==> src/mbk_pkg.sv <==
package mbk_pkg;

    localparam int TEXT_LEN  = 64;
    localparam int POS_W     = $clog2(TEXT_LEN);
    localparam int TIME_W    = 19;
    localparam int CFG_W     = 16;
    localparam int CFG_IDX_W = 3;

    localparam logic [TIME_W-1:0] ELAPSED_MAX = {TIME_W{1'b1}};

    typedef enum logic [1:0] {
        OP_TICK  = 2'd0,
        OP_START = 2'd1,
        OP_STOP  = 2'd2,
        OP_WRITE = 2'd3
    } opcode_t;

    localparam logic [CFG_IDX_W-1:0] REG_UNIT    = 3'd0;
    localparam logic [CFG_IDX_W-1:0] REG_WARMUP  = 3'd1;
    localparam logic [CFG_IDX_W-1:0] REG_END     = 3'd2;
    localparam logic [CFG_IDX_W-1:0] REG_REPEAT  = 3'd3;
    localparam logic [CFG_IDX_W-1:0] REG_CARRIER = 3'd4;

    localparam logic [7:0] CHAR_NUL        = 8'h00;
    localparam logic [7:0] CHAR_SPACE      = 8'h20;
    localparam logic [7:0] CHAR_UNDERSCORE = 8'h5F;

    typedef struct packed {
        logic [CFG_W-1:0] unit_ms;
        logic [CFG_W-1:0] warmup_ms;
        logic [CFG_W-1:0] end_ms;
        logic [CFG_W-1:0] repeat_ms;
        logic [CFG_W-1:0] carrier_ms;
    } cfg_t;

    typedef struct packed {
        logic       valid;
        logic [1:0] opcode;
        logic [5:0] text_index;
        logic [7:0] text_char;
    } cmd_t;

    typedef struct packed {
        logic             en;
        logic [POS_W-1:0] addr;
        logic [7:0]       data;
    } store_wr_t;

    typedef struct packed {
        logic       tone_on;
        logic       tx_active;
        logic [3:0] phase;
        logic [5:0] text_position;
    } status_t;

    typedef struct packed {
        logic       known;
        logic [2:0] len;
        logic [7:0] pattern;
    } morse_code_t;

    // Code ROM: dah is a one, first element ends up in the MSB of pattern.
    function automatic morse_code_t code_lookup(input logic [7:0] ch);
        morse_code_t c;
        logic [7:0]  raw;
        c.known = 1'b1;
        c.len   = 3'd0;
        raw     = 8'h00;
        case (ch)
            8'h41: begin c.len = 3'd2; raw = 8'h01; end // A
            8'h42: begin c.len = 3'd4; raw = 8'h08; end
            8'h43: begin c.len = 3'd4; raw = 8'h0A; end
            8'h44: begin c.len = 3'd3; raw = 8'h04; end
            8'h45: begin c.len = 3'd1; raw = 8'h00; end
            8'h46: begin c.len = 3'd4; raw = 8'h02; end
            8'h47: begin c.len = 3'd3; raw = 8'h06; end
            8'h48: begin c.len = 3'd4; raw = 8'h00; end
            8'h49: begin c.len = 3'd2; raw = 8'h00; end
            8'h4A: begin c.len = 3'd4; raw = 8'h07; end
            8'h4B: begin c.len = 3'd3; raw = 8'h05; end
            8'h4C: begin c.len = 3'd4; raw = 8'h04; end
            8'h4D: begin c.len = 3'd2; raw = 8'h03; end
            8'h4E: begin c.len = 3'd2; raw = 8'h02; end
            8'h4F: begin c.len = 3'd3; raw = 8'h07; end
            8'h50: begin c.len = 3'd4; raw = 8'h06; end
            8'h51: begin c.len = 3'd4; raw = 8'h0D; end
            8'h52: begin c.len = 3'd3; raw = 8'h02; end
            8'h53: begin c.len = 3'd3; raw = 8'h00; end
            8'h54: begin c.len = 3'd1; raw = 8'h01; end
            8'h55: begin c.len = 3'd3; raw = 8'h01; end
            8'h56: begin c.len = 3'd4; raw = 8'h01; end
            8'h57: begin c.len = 3'd3; raw = 8'h03; end
            8'h58: begin c.len = 3'd4; raw = 8'h09; end
            8'h59: begin c.len = 3'd4; raw = 8'h0B; end
            8'h5A: begin c.len = 3'd4; raw = 8'h0C; end // Z
            8'h30: begin c.len = 3'd5; raw = 8'h1F; end // 0
            8'h31: begin c.len = 3'd5; raw = 8'h0F; end
            8'h32: begin c.len = 3'd5; raw = 8'h07; end
            8'h33: begin c.len = 3'd5; raw = 8'h03; end
            8'h34: begin c.len = 3'd5; raw = 8'h01; end
            8'h35: begin c.len = 3'd5; raw = 8'h00; end
            8'h36: begin c.len = 3'd5; raw = 8'h10; end
            8'h37: begin c.len = 3'd5; raw = 8'h18; end
            8'h38: begin c.len = 3'd5; raw = 8'h1C; end
            8'h39: begin c.len = 3'd5; raw = 8'h1E; end // 9
            8'h2F: begin c.len = 3'd5; raw = 8'h12; end // slash
            default: c.known = 1'b0;
        endcase
        c.pattern = raw << (4'd8 - {1'b0, c.len});
        return c;
    endfunction

endpackage

==> src/mbk_if.sv <==
interface mbk_cmd_if;
    logic       valid;
    logic       ready;
    logic [1:0] opcode;
    logic [5:0] text_index;
    logic [7:0] text_char;

    modport source (output valid, output opcode, output text_index, output text_char,
                    input ready);
    modport sink   (input valid, input opcode, input text_index, input text_char,
                    output ready);
endinterface

interface mbk_status_if;
    logic       valid;
    logic       ready;
    logic       tone_on;
    logic       tx_active;
    logic [3:0] phase;
    logic [5:0] text_position;

    modport source (output valid, output tone_on, output tx_active, output phase,
                    output text_position, input ready);
    modport sink   (input valid, input tone_on, input tx_active, input phase,
                    input text_position, output ready);
endinterface

interface mbk_cfg_if;
    logic                           valid;
    logic                           ready;
    logic [mbk_pkg::CFG_IDX_W-1:0]  index;
    logic [mbk_pkg::CFG_W-1:0]      data;

    modport source (output valid, output index, output data, input ready);
    modport sink   (input valid, input index, input data, output ready);
endinterface

==> src/mbk_text_store.sv <==
module mbk_text_store (
    input  logic                         clk,
    input  logic                         rst_n,
    input  mbk_pkg::store_wr_t           wr,
    input  logic [mbk_pkg::POS_W-1:0]    rd_addr,
    output logic [7:0]                   rd_char
);

    logic [7:0]                   mem [mbk_pkg::TEXT_LEN];
    logic [mbk_pkg::TEXT_LEN-1:0] valid_reg;
    logic [7:0]                   rd_char_reg;

    always_ff @(posedge clk)
    begin
        if (wr.en)
        begin
            mem[wr.addr] <= wr.data;
        end
    end

    // Entries never written read as terminator; forward a write to the same address.
    always_ff @(posedge clk or negedge rst_n)
    begin
        if (!rst_n)
        begin
            valid_reg   <= '0;
            rd_char_reg <= mbk_pkg::CHAR_NUL;
        end
        else
        begin
            if (wr.en)
            begin
                valid_reg[wr.addr] <= 1'b1;
            end
            if (wr.en && (wr.addr == rd_addr))
            begin
                rd_char_reg <= wr.data;
            end
            else if (valid_reg[rd_addr])
            begin
                rd_char_reg <= mem[rd_addr];
            end
            else
            begin
                rd_char_reg <= mbk_pkg::CHAR_NUL;
            end
        end
    end

    assign rd_char = rd_char_reg;

endmodule

==> src/mbk_sequencer.sv <==
module mbk_sequencer (
    input  logic                         clk,
    input  logic                         rst_n,
    input  mbk_pkg::cmd_t                cmd,
    input  logic                         fire,
    input  mbk_pkg::cfg_t                cfg,
    input  logic [7:0]                   rd_char,
    output mbk_pkg::store_wr_t           wr,
    output logic [mbk_pkg::POS_W-1:0]    rd_addr,
    output mbk_pkg::status_t             status_next
);

    typedef enum logic [3:0] {
        PH_STOP   = 4'd0,
        PH_WARM   = 4'd1,
        PH_DIT    = 4'd2,
        PH_DAH    = 4'd3,
        PH_EGAP   = 4'd4,
        PH_LGAP   = 4'd5,
        PH_SPACE  = 4'd6,
        PH_CARR   = 4'd7,
        PH_END    = 4'd8,
        PH_REPEAT = 4'd9
    } phase_t;

    localparam logic [mbk_pkg::POS_W-1:0] LAST_POS = mbk_pkg::POS_W'(mbk_pkg::TEXT_LEN - 1);

    phase_t                        phase_reg,    phase_next;
    logic [mbk_pkg::TIME_W-1:0]    elapsed_reg,  elapsed_next;
    logic [mbk_pkg::TIME_W-1:0]    timeout_reg,  timeout_next;
    logic [mbk_pkg::POS_W-1:0]     read_pos_reg, read_pos_next;
    logic [7:0]                    pattern_reg,  pattern_next;
    logic [2:0]                    elements_reg, elements_next;

    logic [mbk_pkg::TIME_W-1:0]    unit1, unit3, unit7, elapsed_inc;
    logic [7:0]                    char_in;
    logic [mbk_pkg::POS_W-1:0]     pos_base;
    mbk_pkg::morse_code_t          code;

    phase_t                        char_phase, elem_phase;
    logic [mbk_pkg::POS_W-1:0]     char_pos;
    logic [7:0]                    char_pattern, elem_pattern;
    logic [2:0]                    char_elems,   elem_elems;

    function automatic logic [mbk_pkg::TIME_W-1:0] timeout_of(input phase_t ph,
                                                             input mbk_pkg::cfg_t c,
                                                             input logic [mbk_pkg::TIME_W-1:0] u1,
                                                             input logic [mbk_pkg::TIME_W-1:0] u3,
                                                             input logic [mbk_pkg::TIME_W-1:0] u7);
        logic [mbk_pkg::TIME_W-1:0] t;
        unique case (ph)
            PH_WARM:          t = mbk_pkg::TIME_W'(c.warmup_ms);
            PH_DAH, PH_LGAP:  t = u3;
            PH_SPACE:         t = u7;
            PH_CARR:          t = mbk_pkg::TIME_W'(c.carrier_ms);
            PH_END:           t = mbk_pkg::TIME_W'(c.end_ms);
            PH_REPEAT:        t = mbk_pkg::TIME_W'(c.repeat_ms);
            default:          t = u1;
        endcase
        return t;
    endfunction

    assign unit1 = mbk_pkg::TIME_W'(cfg.unit_ms);
    assign unit3 = mbk_pkg::TIME_W'({cfg.unit_ms, 1'b0}) + unit1;
    assign unit7 = mbk_pkg::TIME_W'({cfg.unit_ms, 3'b000}) - unit1;

    assign elapsed_inc = (elapsed_reg == mbk_pkg::ELAPSED_MAX) ? elapsed_reg
                                                              : elapsed_reg + 1'b1;

    // Warm-up restarts the text at the first entry; the last entry is a terminator.
    assign pos_base = (phase_reg == PH_WARM) ? '0 : read_pos_reg;
    assign char_in  = (pos_base == LAST_POS) ? mbk_pkg::CHAR_NUL : rd_char;
    assign code     = mbk_pkg::code_lookup(char_in);

    always_comb
    begin
        char_pos     = pos_base + 1'b1;
        char_pattern = pattern_reg;
        char_elems   = elements_reg;
        if (char_in == mbk_pkg::CHAR_NUL)
        begin
            char_pos   = '0;
            char_phase = PH_END;
        end
        else if (char_in == mbk_pkg::CHAR_SPACE)
        begin
            char_phase = PH_SPACE;
        end
        else if (char_in == mbk_pkg::CHAR_UNDERSCORE)
        begin
            char_phase = PH_CARR;
        end
        else if (!code.known)
        begin
            char_phase = PH_SPACE;
        end
        else
        begin
            // Take the first element right away.
            char_phase   = code.pattern[7] ? PH_DAH : PH_DIT;
            char_pattern = {code.pattern[6:0], 1'b0};
            char_elems   = code.len - 1'b1;
        end
    end

    always_comb
    begin
        elem_pattern = pattern_reg;
        elem_elems   = elements_reg;
        if (elements_reg == 3'd0)
        begin
            elem_phase = PH_LGAP;
        end
        else
        begin
            elem_phase   = pattern_reg[7] ? PH_DAH : PH_DIT;
            elem_pattern = {pattern_reg[6:0], 1'b0};
            elem_elems   = elements_reg - 1'b1;
        end
    end

    always_comb
    begin
        phase_next    = phase_reg;
        elapsed_next  = elapsed_reg;
        timeout_next  = timeout_reg;
        read_pos_next = read_pos_reg;
        pattern_next  = pattern_reg;
        elements_next = elements_reg;
        if (fire)
        begin
            unique case (mbk_pkg::opcode_t'(cmd.opcode))
                mbk_pkg::OP_TICK:
                begin
                    if (phase_reg != PH_STOP)
                    begin
                        if (elapsed_inc > timeout_reg)
                        begin
                            elapsed_next = '0;
                            unique case (phase_reg)
                                PH_WARM, PH_LGAP, PH_SPACE, PH_CARR:
                                begin
                                    phase_next    = char_phase;
                                    read_pos_next = char_pos;
                                    pattern_next  = char_pattern;
                                    elements_next = char_elems;
                                end
                                PH_DIT, PH_DAH: phase_next = PH_EGAP;
                                PH_EGAP:
                                begin
                                    phase_next    = elem_phase;
                                    pattern_next  = elem_pattern;
                                    elements_next = elem_elems;
                                end
                                PH_END:  phase_next = PH_REPEAT;
                                default: phase_next = PH_WARM;
                            endcase
                            timeout_next = timeout_of(phase_next, cfg, unit1, unit3, unit7);
                        end
                        else
                        begin
                            elapsed_next = elapsed_inc;
                        end
                    end
                end
                mbk_pkg::OP_START:
                begin
                    phase_next   = PH_WARM;
                    timeout_next = mbk_pkg::TIME_W'(cfg.warmup_ms);
                    elapsed_next = '0;
                end
                mbk_pkg::OP_STOP:
                begin
                    phase_next = PH_STOP;
                end
                default:
                begin
                    phase_next = phase_reg;
                end
            endcase
        end
    end

    always_ff @(posedge clk or negedge rst_n)
    begin
        if (!rst_n)
        begin
            phase_reg    <= PH_STOP;
            elapsed_reg  <= '0;
            timeout_reg  <= '0;
            read_pos_reg <= '0;
            pattern_reg  <= '0;
            elements_reg <= '0;
        end
        else
        begin
            phase_reg    <= phase_next;
            elapsed_reg  <= elapsed_next;
            timeout_reg  <= timeout_next;
            read_pos_reg <= read_pos_next;
            pattern_reg  <= pattern_next;
            elements_reg <= elements_next;
        end
    end

    assign wr.en   = fire && (mbk_pkg::opcode_t'(cmd.opcode) == mbk_pkg::OP_WRITE)
                     && (32'(cmd.text_index) < 32'(mbk_pkg::TEXT_LEN));
    assign wr.addr = mbk_pkg::POS_W'(cmd.text_index);
    assign wr.data = cmd.text_char;

    // Prefetch the character the next advance will need.
    assign rd_addr = (phase_next == PH_WARM) ? '0 : read_pos_next;

    assign status_next.tone_on       = (phase_next == PH_DIT) || (phase_next == PH_DAH)
                                       || (phase_next == PH_CARR);
    assign status_next.tx_active     = (phase_next != PH_STOP) && (phase_next != PH_REPEAT);
    assign status_next.phase         = phase_next;
    assign status_next.text_position = 6'(read_pos_next);

    a_elapsed_bounded: assert property (@(posedge clk) disable iff (!rst_n)
        elapsed_reg <= timeout_reg)
        else $error("elapsed counter passed the phase timeout");

    a_lgap_no_elements: assert property (@(posedge clk) disable iff (!rst_n)
        (phase_reg == PH_LGAP) |-> (elements_reg == 3'd0))
        else $error("letter gap entered with elements left");

    a_end_rewinds: assert property (@(posedge clk) disable iff (!rst_n)
        (phase_reg == PH_END) |-> (read_pos_reg == '0))
        else $error("end of text without rewinding the read position");

    a_idle_holds: assert property (@(posedge clk) disable iff (!rst_n)
        !fire |=> $stable(phase_reg) && $stable(elapsed_reg) && $stable(read_pos_reg))
        else $error("keyer state moved without a transaction");

endmodule

==> src/morse_beacon_keyer_core.sv <==
// Channel  Modport  Fields                                       Transaction
// cmd      sink     opcode, text_index, text_char                valid & ready
// status   source   tone_on, tx_active, phase, text_position     valid & ready
// cfg      sink     index, data                                  valid & ready
//
// One command per clock sustained while status.ready holds: the command is registered,
// processed in one pass through the sequencer, and its status is registered.
// Reset clears the timing registers, the phase and the text store valid bits;
// the store needs no clearing pass.
// A stalled status holds the pipeline; cmd.ready drops only while both stages
// are full and status.ready is low. cfg is always ready.
module morse_beacon_keyer_core (
    input  logic           clk,
    input  logic           rst_n,
    mbk_cmd_if.sink        cmd,
    mbk_status_if.source   status,
    mbk_cfg_if.sink        cfg
);

    mbk_pkg::cmd_t              in_reg;
    mbk_pkg::cfg_t              cfg_reg;
    mbk_pkg::status_t           out_reg;
    logic                       out_valid_reg;

    logic                       out_free;
    logic                       fire;
    mbk_pkg::status_t           status_next;
    mbk_pkg::store_wr_t         wr;
    logic [mbk_pkg::POS_W-1:0]  rd_addr;
    logic [7:0]                 rd_char;

    // Process the held command when the status register can take its result.
    assign out_free  = !out_valid_reg || status.ready;
    assign fire      = in_reg.valid && out_free;
    assign cmd.ready = !in_reg.valid || out_free;
    assign cfg.ready = 1'b1;

    always_ff @(posedge clk or negedge rst_n)
    begin
        if (!rst_n)
        begin
            in_reg <= '0;
        end
        else if (cmd.ready)
        begin
            in_reg.valid      <= cmd.valid;
            in_reg.opcode     <= cmd.opcode;
            in_reg.text_index <= cmd.text_index;
            in_reg.text_char  <= cmd.text_char;
        end
    end

    // Register writes; an index past the list drops the write.
    always_ff @(posedge clk or negedge rst_n)
    begin
        if (!rst_n)
        begin
            cfg_reg.unit_ms    <= 16'd150;
            cfg_reg.warmup_ms  <= 16'd3000;
            cfg_reg.end_ms     <= 16'd3000;
            cfg_reg.repeat_ms  <= 16'd30000;
            cfg_reg.carrier_ms <= 16'd4000;
        end
        else if (cfg.valid)
        begin
            unique case (cfg.index)
                mbk_pkg::REG_UNIT:    cfg_reg.unit_ms    <= cfg.data;
                mbk_pkg::REG_WARMUP:  cfg_reg.warmup_ms  <= cfg.data;
                mbk_pkg::REG_END:     cfg_reg.end_ms     <= cfg.data;
                mbk_pkg::REG_REPEAT:  cfg_reg.repeat_ms  <= cfg.data;
                mbk_pkg::REG_CARRIER: cfg_reg.carrier_ms <= cfg.data;
                default:              cfg_reg <= cfg_reg;
            endcase
        end
    end

    mbk_sequencer u_sequencer (
        .clk         (clk),
        .rst_n       (rst_n),
        .cmd         (in_reg),
        .fire        (fire),
        .cfg         (cfg_reg),
        .rd_char     (rd_char),
        .wr          (wr),
        .rd_addr     (rd_addr),
        .status_next (status_next)
    );

    mbk_text_store u_text_store (
        .clk     (clk),
        .rst_n   (rst_n),
        .wr      (wr),
        .rd_addr (rd_addr),
        .rd_char (rd_char)
    );

    // Hold the status until the sink takes it; load a new one on every processed command.
    always_ff @(posedge clk or negedge rst_n)
    begin
        if (!rst_n)
        begin
            out_valid_reg <= 1'b0;
        end
        else if (fire)
        begin
            out_valid_reg <= 1'b1;
        end
        else if (status.ready)
        begin
            out_valid_reg <= 1'b0;
        end
    end

    always_ff @(posedge clk)
    begin
        if (fire)
        begin
            out_reg <= status_next;
        end
    end

    assign status.valid         = out_valid_reg;
    assign status.tone_on       = out_reg.tone_on;
    assign status.tx_active     = out_reg.tx_active;
    assign status.phase         = out_reg.phase;
    assign status.text_position = out_reg.text_position;

endmodule

==> src/flat_wrapper.sv <==
// flat-port wrapper written by rule: the top's interface ports become plain ports
module morse_beacon_keyer_core_flat 
  (clk, rst_n, cmd_valid, cmd_opcode, cmd_text_index, cmd_text_char, cmd_ready, status_valid, status_tone_on, status_tx_active, status_phase, status_text_position, status_ready, cfg_valid, cfg_index, cfg_data, cfg_ready);
  mbk_cmd_if cmd_i ();
  mbk_status_if status_i ();
  mbk_cfg_if cfg_i ();
  input  logic clk;
  input  logic rst_n;
  input wire logic [$bits(cmd_i.valid)-1:0] cmd_valid;
  input wire logic [$bits(cmd_i.opcode)-1:0] cmd_opcode;
  input wire logic [$bits(cmd_i.text_index)-1:0] cmd_text_index;
  input wire logic [$bits(cmd_i.text_char)-1:0] cmd_text_char;
  output wire logic [$bits(cmd_i.ready)-1:0] cmd_ready;
  output wire logic [$bits(status_i.valid)-1:0] status_valid;
  output wire logic [$bits(status_i.tone_on)-1:0] status_tone_on;
  output wire logic [$bits(status_i.tx_active)-1:0] status_tx_active;
  output wire logic [$bits(status_i.phase)-1:0] status_phase;
  output wire logic [$bits(status_i.text_position)-1:0] status_text_position;
  input wire logic [$bits(status_i.ready)-1:0] status_ready;
  input wire logic [$bits(cfg_i.valid)-1:0] cfg_valid;
  input wire logic [$bits(cfg_i.index)-1:0] cfg_index;
  input wire logic [$bits(cfg_i.data)-1:0] cfg_data;
  output wire logic [$bits(cfg_i.ready)-1:0] cfg_ready;
  assign cmd_i.valid = cmd_valid;
  assign cmd_i.opcode = cmd_opcode;
  assign cmd_i.text_index = cmd_text_index;
  assign cmd_i.text_char = cmd_text_char;
  assign cmd_ready = cmd_i.ready;
  assign status_valid = status_i.valid;
  assign status_tone_on = status_i.tone_on;
  assign status_tx_active = status_i.tx_active;
  assign status_phase = status_i.phase;
  assign status_text_position = status_i.text_position;
  assign status_i.ready = status_ready;
  assign cfg_i.valid = cfg_valid;
  assign cfg_i.index = cfg_index;
  assign cfg_i.data = cfg_data;
  assign cfg_ready = cfg_i.ready;
  morse_beacon_keyer_core u_core (.clk(clk), .rst_n(rst_n), .cmd(cmd_i), .status(status_i), .cfg(cfg_i));
endmodule
==> config.mk <==
export PLATFORM = sky130hd
export DESIGN_NAME = morse_beacon_keyer_core_flat
export DESIGN_NICKNAME = d
export VERILOG_FILES = /design/src/mbk_pkg.sv /design/src/mbk_if.sv /design/src/mbk_text_store.sv /design/src/mbk_sequencer.sv /design/src/morse_beacon_keyer_core.sv /design/src/flat_wrapper.sv
export SDC_FILE = /design/constraint.sdc
export NUM_CORES = 1
export LEC_CHECK = 0
export ABC_AREA = 0
export BUFFER_PORTS_ARGS = -buffer_cell sky130_fd_sc_hd__buf_2
export CAP_MARGIN = 20
export CORE_MARGIN = 2
export CORE_UTILIZATION = 40
export DETAILED_ROUTE_END_ITERATION = 16
export HOLD_SLACK_MARGIN = 0.15
export PLACE_DENSITY_LB_ADDON = 0.3
export RECOVER_POWER = 100
export SYNTH_ARGS = -nofsm -noshare
export SYNTH_HDL_FRONTEND = slang
export SYNTH_HIERARCHICAL = 1
export SYNTH_SLANG_ARGS = --single-unit
==> constraint.sdc <==
create_clock -name clk -period 13.8 [get_ports clk]
set_clock_uncertainty 0.1 [all_clocks]
set_input_delay 2.76 -clock clk [delete_from_list [all_inputs] [get_ports clk]]
set_output_delay 2.76 -clock clk [all_outputs]
set_load 0.1 [all_outputs]
==> results.cfg <==
[floorplan]
fp.dieArea_mm2 = 0.0874
start_util = 0.405
core_area_mm2 = 0.0840
die_h_um = 296
pin_count = 55
num_rows = 106
die-width_um = 296

[cts]
cts_resized = 0
cts_buffers = 81
clock_latency_ps = 640
clockBufferDepth = 3
clk_pin_slew_worst_paths_ps = 60
cts_htree_levels = 3
tritoncts = yes
cts_setup_buffers = 0
clock_sinks = 752
hold_buffers = 0
cts_root_buf = clkbuf_16

[logic_synthesis]
synthArstFlopShare = 0.303
synthFlopType = edfxtp_1
syn-cell-area_mm2 = 0.0340
syn_area_per_cell_um2 = 14.6
synth_edf_count = 524
ys_ff_latch = 752
seq_area_frac_synth = 0.631
synthTopCellsByArea = edfxtp_1, dfrtp_1, mux2_2, mux4_2, dfstp_2
synth_top_area_share = 0.462
synthesis.nets = 2433
netlist-cell-type-count = 108
synth_cells = 2335
synth_warnings = 6
yosysTopAreaCell = edfxtp_1

[routing]
routed_wl_um = 82600
via_per_inst = 5.69
wl_per_cell_um = 23.1
final_antenna_net_count = 0
drc = 0
first_pass_iters = 5
drt-initial-drc-count = 1754
vias = 20307

[final_layout]
multiInputGateArea_mm2 = 0.0115
layout.cells.non_filler = 3571
drive_gt1_frac = 0.245
largest_reg_flops = 512
final_nets = 2467
diodes = 0
nFillCells = 7308
area_growth_syn_to_layout_pct = 11.1
seqCellArea_mm2 = 0.0215

[worst_setup_path]
critical_path_required_ps = 14200
cp_max_fo = 43
cp_num_buf_inv = 4
path_delay_family = simple AND/OR/NAND/NOR gates
cpPeakStageDelay_ps = 1910
crit_type = flop to flop
end_kind = flop
r2r_setup_slack_ps = 3360
startpoint_type = flop
r2r-start = u_core/u_sequencer/phase_reg[3]
r2r-end = u_core/u_text_store/rd_char[1]
crit_chain = nor4b_1 -> nor2b_1 -> ha_1 -> nand3_1 -> o31ai_1 -> o211ai_1 -> inv_1 -> ha_1 -> inv_1 -> nor2_1 -> a221oi_1 -> and2_0 -> o41a_2 -> nand4_1 -> and2_0 -> a22oi_2 -> buf_4 -> buf_4 -> mux4_2 -> a22oi_1 -> o31ai_1 -> nor3_1 -> a2bb2oi_1 -> o21ai_0
cp.arrival_ps = 10840
rr_worst_depth = 24
slowest_stage = nor4b_1

[placed_design]
io_buffers = 53
dpl.hpwl_um = 53600
dpl_worst_slack_ps = 5110
gp_congestion = 0.877
dp_cells = 3415

[timing]
finalCriticalPeriod_ps = 10440
worst_pin_slew_ps = 5880
drv_slew = 622
min_period_over_period = 0.757
whs_ps = 362
rsz0062_at_grt = false
setup_viol = 0
hold_violations = 0
relSlewSlack = -2.92
finalSetupTns_ps = 0
fmax_mhz = 95.8
fin_ws_ps = 3360

[hold_path]
min_to = u_core/u_text_store/valid_reg[58]
holdCritPathClass = flop to flop
min_from = u_core/u_text_store/valid_reg[58]
hold_depth = 1

[grt]
grt_pass1_wl_um = 126000
antenna_found_initial = 0
grt_max_degree = 147
grt_pass1_vias = 20654
overflow = 0
grt_usage = 0.189

[run_status]
violations = max-capacitance violations, max-slew violations
status = complete, but fails checks

[power_and_ir_drop]
powerDensity_mw_per_mm2 = 152
fin_total_pwr_w = 0.00573
p_leak_nw = 13.5
ir_drop_v = 0.0000907

[flow_run]
drv_cap = 12
==> synth_stat cells, types with 16 or more instances <==
cell,n
a211oi_1,28
a21o_1,16
o22ai_1,52
inv_1,56
mux4_2,68
o21ai_0,77
xor2_1,19
buf_4,20
nor3_1,59
nor2_1,121
mux2_2,210
ha_1,57
a21oi_1,50
dfstp_2,31
clkbuf_1,54
mux2i_1,16
a31oi_1,21
nand2b_1,20
buf_2,45
xnor2_1,28
dfrtp_1,197
nand3_1,31
a22oi_1,32
or2_2,74
nor2b_1,37
o31ai_1,18
a221oi_1,18
and3_1,23
edfxtp_1,524
a22o_1,28
nand2_1,84
==> layout make-up <==
| cell class | count | share of cell area |
|---|---|---|
| multi-input cells | 1388 | 0.304 |
| well taps | 1134 | 0.0375 |
| inverters | 56 | 0.00556 |
| clock inverters | 48 | 0.0121 |
| clock buffers | 103 | 0.0599 |
| flip-flops and latches | 752 | 0.568 |
| repair buffers | 90 | 0.0128 |
==> placed cells by master (no fill, tap or decap), types with 31 or more instances in the layout <==
cell type  instances
o22ai_1           52
a21oi_1           52
a22oi_1           31
mux2_2           210
ha_1              57
dfstp_2           31
nand2_1           84
dfrtp_1          193
nor3_1            57
inv_1             56
nor2_1           121
o21ai_0           80
nor2b_1           37
clkbuf_16         86
or2_2             74
edfxtp_1         524
mux4_2            68
clkbuf_1          48
buf_2             35
nand3_1           32
==> kinds of logic after synthesis <==
kind of cell / synth area share
flops: 0.631
simple gates: 0.0841
other cells: 0.000110
buf+inv: 0.0296
fa+ha+maj: 0.0215
mux: 0.126
xor+xnor: 0.0121
compound gates: 0.0956
==> power by group <==
part / switching (W) / leakage (nW) / internal, W
registers: 0.000115 / 7.60 / 0.00258
logic: 0.000532 / 4.52 / 0.000331
clock network: 0.000894 / 1.34 / 0.00128
total: 0.00154 / 13.5 / 0.00419
==> worst max-delay path by stage <==
stage,startpoint,endpoint,cells after the start
3_5_place_dp,status_ready,u_core/u_text_store/rd_char[1],18
5_1_grt,u_core/u_sequencer/phase_reg[3],u_core/u_text_store/rd_char[1],24
4_1_cts,u_core/u_sequencer/elapsed_reg[7],u_core/u_text_store/rd_char[0],25
2_1_floorplan,status_ready,u_core/u_text_store/rd_char[0],16
6_report,u_core/u_sequencer/phase_reg[3],u_core/u_text_store/rd_char[1],24
3_3_place_gp,status_ready,u_core/u_text_store/rd_char[2],18
==> stage by stage <==
stage / utilization / area [um2]
finish: 0.450 / 37800
global route: 0.450 / 37800
CTS: 0.453 / 38000
detailed placement: 0.420 / 35300
global placement: 0.420 / 35200
floorplan: - / 34000
==> per-layer routing <==
layer  up-vias  wire, um  GRT usage  part of all wire
li1       9098         -          -                 -
met1     10428     35000      0.251              0.42
met2       631     40300      0.315              0.49
met3       150      4660     0.0292             0.056
met4         0      2600     0.0649             0.031
met5         -         0          0                 0
==> worst register-to-register path: stages (launching register included) <==
cell and delay [ps]:
dfrtp_1 640, nor4b_1 1920, nor2b_1 130, ha_1 330, nand3_1 320, o31ai_1 310
o211ai_1 730, inv_1 110, ha_1 240, inv_1 80, nor2_1 40, a221oi_1 410
and2_0 440, o41a_2 280, nand4_1 180, and2_0 410, a22oi_2 240, buf_4 600
buf_4 850, mux4_2 640, a22oi_1 450, o31ai_1 230, nor3_1 280, a2bb2oi_1 230
o21ai_0 160
(Power assumes the default switching activity.)
